$ cat config.mk
export PLATFORM = sky130hd
export DESIGN_NAME = edcc_out_buf
export DESIGN_NICKNAME = d
export VERILOG_FILES = /design/src/edcc_pkg.sv /design/src/edcc_out_buf.sv
export SDC_FILE = /design/constraint.sdc
export NUM_CORES = 1
export LEC_CHECK = 0
export BUFFER_PORTS_ARGS = -buffer_cell sky130_fd_sc_hd__buf_2
export CAP_MARGIN = 20
export CORE_ASPECT_RATIO = 0.7
export CORE_MARGIN = 2
export CORE_UTILIZATION = 45
export DETAILED_ROUTE_END_ITERATION = 10
export GPL_TIMING_DRIVEN = 0
export PLACE_DENSITY = 0.74
export RECOVER_POWER = 100
export SYNTH_ARGS = -nofsm -noshare
export SYNTH_HDL_FRONTEND = slang
export SYNTH_SLANG_ARGS = --single-unit
$ cat constraint.sdc
create_clock -name clk -period 3.5 [get_ports clk]
set_clock_uncertainty 0.2 [all_clocks]
set_input_delay 0.7 -clock clk [delete_from_list [all_inputs] [get_ports clk]]
set_output_delay 0.7 -clock clk [all_outputs]
set_load 0.02 [all_outputs]
$ cat src/edcc_pkg.sv
`default_nettype none
package edcc_pkg;

	// CD-ROM EDC polynomial, reflected form
	localparam logic [31:0] EDC_POLY = 32'hd801_8001;

	localparam logic KIND_USER   = 1'b0;
	localparam logic KIND_STATUS = 1'b1;

	typedef struct packed {
		logic [7:0] user_byte;
		logic       item_kind;
		logic       edc_match;
		logic       track_error;
	} res_t;

	// One byte of the reflected CRC, eight shift steps unrolled
	function automatic logic [31:0] edc_byte_update(input logic [31:0] crc,
			input logic [7:0] data);
		logic [31:0] c;
		c = crc ^ {24'd0, data};
		for (int b = 0; b < 8; b++) begin
			if (c[0]) begin
				c = (c >> 1) ^ EDC_POLY;
			end else begin
				c = c >> 1;
			end
		end
		return c;
	endfunction

endpackage
`default_nettype wire

$ cat src/edcc_out_buf.sv
`default_nettype none
module edcc_out_buf
	import edcc_pkg::*;
(
	input  wire       clk,
	input  wire       arst_n,
	input  wire       push,
	input  wire res_t push_word,
	output logic      space,
	output logic      out_valid,
	input  wire       out_ready,
	output res_t      out_word
);

	logic main_valid_q;
	logic skid_valid_q;
	res_t main_q;
	res_t skid_q;

	// a push is only offered while the skid slot is free
	assign space     = !skid_valid_q;
	assign out_valid = main_valid_q;
	assign out_word  = main_q;

	always_ff @(posedge clk or negedge arst_n) begin
		if (!arst_n) begin
			main_valid_q <= 1'b0;
			skid_valid_q <= 1'b0;
		end else if (main_valid_q && out_ready) begin
			if (skid_valid_q) begin
				skid_valid_q <= 1'b0;
			end else begin
				main_valid_q <= push;
			end
		end else if (!main_valid_q) begin
			main_valid_q <= push;
		end else if (push) begin
			skid_valid_q <= 1'b1;
		end
	end

	always_ff @(posedge clk) begin
		if (main_valid_q && out_ready) begin
			if (skid_valid_q) begin
				main_q <= skid_q;
			end else if (push) begin
				main_q <= push_word;
			end
		end else if (!main_valid_q) begin
			if (push) begin
				main_q <= push_word;
			end
		end else if (push) begin
			skid_q <= push_word;
		end
	end

endmodule
`default_nettype wire

==> results.md <==
| Result | Reported |
|---|---|
| HPWL after DPL | 1.44 mm |
| Share of the clock period used by the worst path | 76.5% |
| Average wire per standard cell | 15.7 um |
| # Max-Cap Violations | 0 |
| Cell area after technology mapping | 1020 um^2 |
| Synthesized Nets | 86 |
| CTS buffer count | 3 |
| Weighted congestion reported at the end of routability-driven placement | 0.721 |
| Largest area contributor in the netlist | sky130_fd_sc_hd__edfxtp_1 |
| Starting density of the core | 47.4% |
| Critical path type | in -> reg |
| Syn. warnings | 0 |
| Logic gate share of total power | 15.7% |
| H-Tree Depth | 1 |
| DR vias | 698 |
| Residual antenna-violating net count after detailed routing | 0 |
| CTS tree | built |
| Residual DRC | 0 |
| Status | finished clean |
| Die height | 43.9 um |
| Global route overflow | 0 |
| Overall die area | 2670 um^2 |
| Mean area per synthesized cell | 14.4 um^2 |
| Worst slack on hold paths | 0.355 ns |
| IR drop worst, VDD | 0.285 mV |
| Number of inserted diodes | 0 |
| Root cell of the clock tree | sky130_fd_sc_hd__clkbuf_4 |
| Pins Over Slew Limit | 0 |
| Pre-antenna DRT Iters | 4 |
| Final critical delay including setup and external delays | 2.68 ns |
| Sw frac | 26.2% |
| Yosys top cell area share | 64.6% |
| Final hold violation count | 0 |
| Part of the total power dissipated in sequential elements | 54.2% |
| Routed WL | 2.11 mm |
| Number of global-route vias before repair | 657 |
| Fin util | 56.4% |
| Pin count of the biggest net entering global routing | 15 |
| Clock network fraction of total power | 30.1% |
| Power density over the cells | 553 nW/um^2 |
| Max frequency | 0.374 GHz |
| Final setup vio count | 0 |
| Vias per inst | 5.21 |
| Biggest area contributors in the synthesized netlist | sky130_fd_sc_hd__edfxtp_1 65%, sky130_fd_sc_hd__mux2i_1 11%, sky130_fd_sc_hd__nand4_1 6.7% |
| Cell with the largest stage delay on the worst path | sky130_fd_sc_hd__nor2_1 |
| Category of the worst setup path launch point | input pin |
| Clock Sink Count | 24 |
| Pleak | 0.000431 uW |
| Relative area change from synthesis to final layout | 19.0% |
| Sequential fraction of the synthesis area | 69.5% |
| Post-route standard cell area excluding fillers | 1220 um^2 |
| Yosys reg bits | 24 |
| Fin Setup TNS | 0 ns |
| Power dissipated by switching net loads | 176 uW |
| I/O Pins | 28 |
| Max clock buf depth | 2 |
| Hold WC Path Type | in -> reg |
| Share of final-layout standard cells stronger than drive strength 1 | 8.82% |
| Total number of nets in the final design | 118 |
| Port Buf Inserts | 26 |
| Crit. End Element | flip-flop |
| Worst slew pin tran | 0.895 ns |
| Most frequent cell on the critical path | sky130_fd_sc_hd__clkbuf_1 |
| Endpoint arrival time on the critical path | 2.43 ns |
| Clock input transition at the sequential cells of the worst setup and hold paths | 0.14 ns |
| Worst-path fanout max | 11 |
| Dpl cell area | 1190 um^2 |
| Global-route usage over all layers | 17.0% |
| Skew-Pair Late Insertion Delay | 0.32 ns |
| Number of antenna violations at the first check in global routing | 0 |
| RSZ-0062 raised after global routing | no |
| Count of cell types in the netlist | 15 |
| Slowest cell delay on critical path | 0.72 ns |
| Worst relative slew slack | 40.1% |
| Critical-path cell list | clkbuf_1 > clkbuf_1 > clkinv_1 > nor2_1 |
| DRC marker count from the first detailed-route iteration | 33 |
| Die Wd | 61.0 um |
| CP required | 3.25 ns |
| Total power | 673 uW |
| Cells after synthesis | 71 |
| First-pass GRT wire length | 3.17 mm |
| Design internal power | 497 uW |
| Core Area | 2150 um^2 |
| Placement Rows | 14 |
timing repair:
| item | CTS | global route |
|---|---|---|
| hold buffers | 1 | 0 |
| hold endpoints to repair | 2 | 0 |
| buffers inserted | 0 | 0 |
| resized for setup | 0 | 0 |
registers in the layout, summed over array words and instances, names as in the netlist:
register      cells
skid_valid_q      1
out_word         11
out_valid         1
skid_q           11
per-layer routing:
metal  global-route usage, %  share of wire, %
met3                    4.48               4.1
met2                    24.3                44
met5                       0                 0
met4                    3.91                 0
met1                    26.2                51
cell type report:
cell class / instances / area [um^2]
fillers: 201 / 938
flip-flops and latches: 24 / 711
multi-input cells: 39 / 269
repair buffers: 27 / 113
well taps: 32 / 40.0
clock inverters: 1 / 30.0
plain buffers: 6 / 23.8
clock buffers: 3 / 22.5
inverters: 2 / 7.51
cells in the final DEF (no fill, tap or decap):
master / n
sky130_fd_sc_hd__nand4_1: 11
sky130_fd_sc_hd__a21oi_1: 2
sky130_fd_sc_hd__dfrtp_1: 2
sky130_fd_sc_hd__and3_1: 1
sky130_fd_sc_hd__clkbuf_1: 27
sky130_fd_sc_hd__o21ai_0: 8
sky130_fd_sc_hd__bufinv_16: 1
sky130_fd_sc_hd__clkbuf_4: 3
sky130_fd_sc_hd__dlygate4sd3_1: 1
sky130_fd_sc_hd__buf_2: 5
sky130_fd_sc_hd__o21ai_1: 3
sky130_fd_sc_hd__or3b_1: 1
sky130_fd_sc_hd__inv_1: 1
sky130_fd_sc_hd__nand2b_1: 1
sky130_fd_sc_hd__clkinv_1: 1
sky130_fd_sc_hd__nor2_1: 1
sky130_fd_sc_hd__edfxtp_1: 22
sky130_fd_sc_hd__mux2i_1: 11
path summary, 6_finish.rpt:
check,depth (start not counted),to,slack [ns],startpoint
setup / recovery,4,skid_q[7]$_DFFE_PP_,0.82,push
hold / removal,1,skid_q[9]$_DFFE_PP_,0.36,push_word[9]
setup reg to reg,2,skid_q[7]$_DFFE_PP_,1.22,out_valid$_DFFE_PN0P_
hold reg to reg,2,out_word[2]$_DFFE_PP_,0.39,skid_q[2]$_DFFE_PP_
max in group asynchronous,2,out_valid$_DFFE_PN0P_,2.48,arst_n
min in group asynchronous,2,skid_valid_q$_DFFE_PN0P_,0.48,arst_n
cell families after synthesis:
family	count (synthesis)	share of synthesized area (%)
mux	11	10.8
buf+inv	8	4.16
simple gates	15	9.18
flops	24	69.5
compound gates	13	6.36
stage by stage:
stage	std cells	setup slack, ns
after floorplan	71	1.31
after global placement	129	0.777
after detailed placement	129	0.778
after CTS	134	1.11
after global routing	134	0.651
final	134	0.823
critical path: cells and delay by family:
kind                   cells  cell delay, ns
and+or+nand+nor            1            0.72
buffers and inverters      3            1.01
synth_stat cells:
cell / count
sky130_fd_sc_hd__clkbuf_1: 1
sky130_fd_sc_hd__inv_1: 1
sky130_fd_sc_hd__edfxtp_1: 22
sky130_fd_sc_hd__and3_1: 1
sky130_fd_sc_hd__a21oi_1: 2
sky130_fd_sc_hd__nand4_1: 11
sky130_fd_sc_hd__buf_2: 4
sky130_fd_sc_hd__mux2i_1: 11
sky130_fd_sc_hd__o21ai_1: 11
sky130_fd_sc_hd__or3b_1: 1
sky130_fd_sc_hd__dfrtp_1: 2
sky130_fd_sc_hd__buf_6: 1
sky130_fd_sc_hd__nor2_1: 1
sky130_fd_sc_hd__nand2b_1: 1
sky130_fd_sc_hd__inv_2: 1
power groups by stage:
stage,sequential [uW],clock [uW],combinational [uW]
floorplan,394,0,48.7
global placement,368,0,115
detailed placement,369,0,117
CTS,363,204,118
global route,368,211,115
finish,364,202,106
No activity file was read; power rests on OpenSTA's default activity.
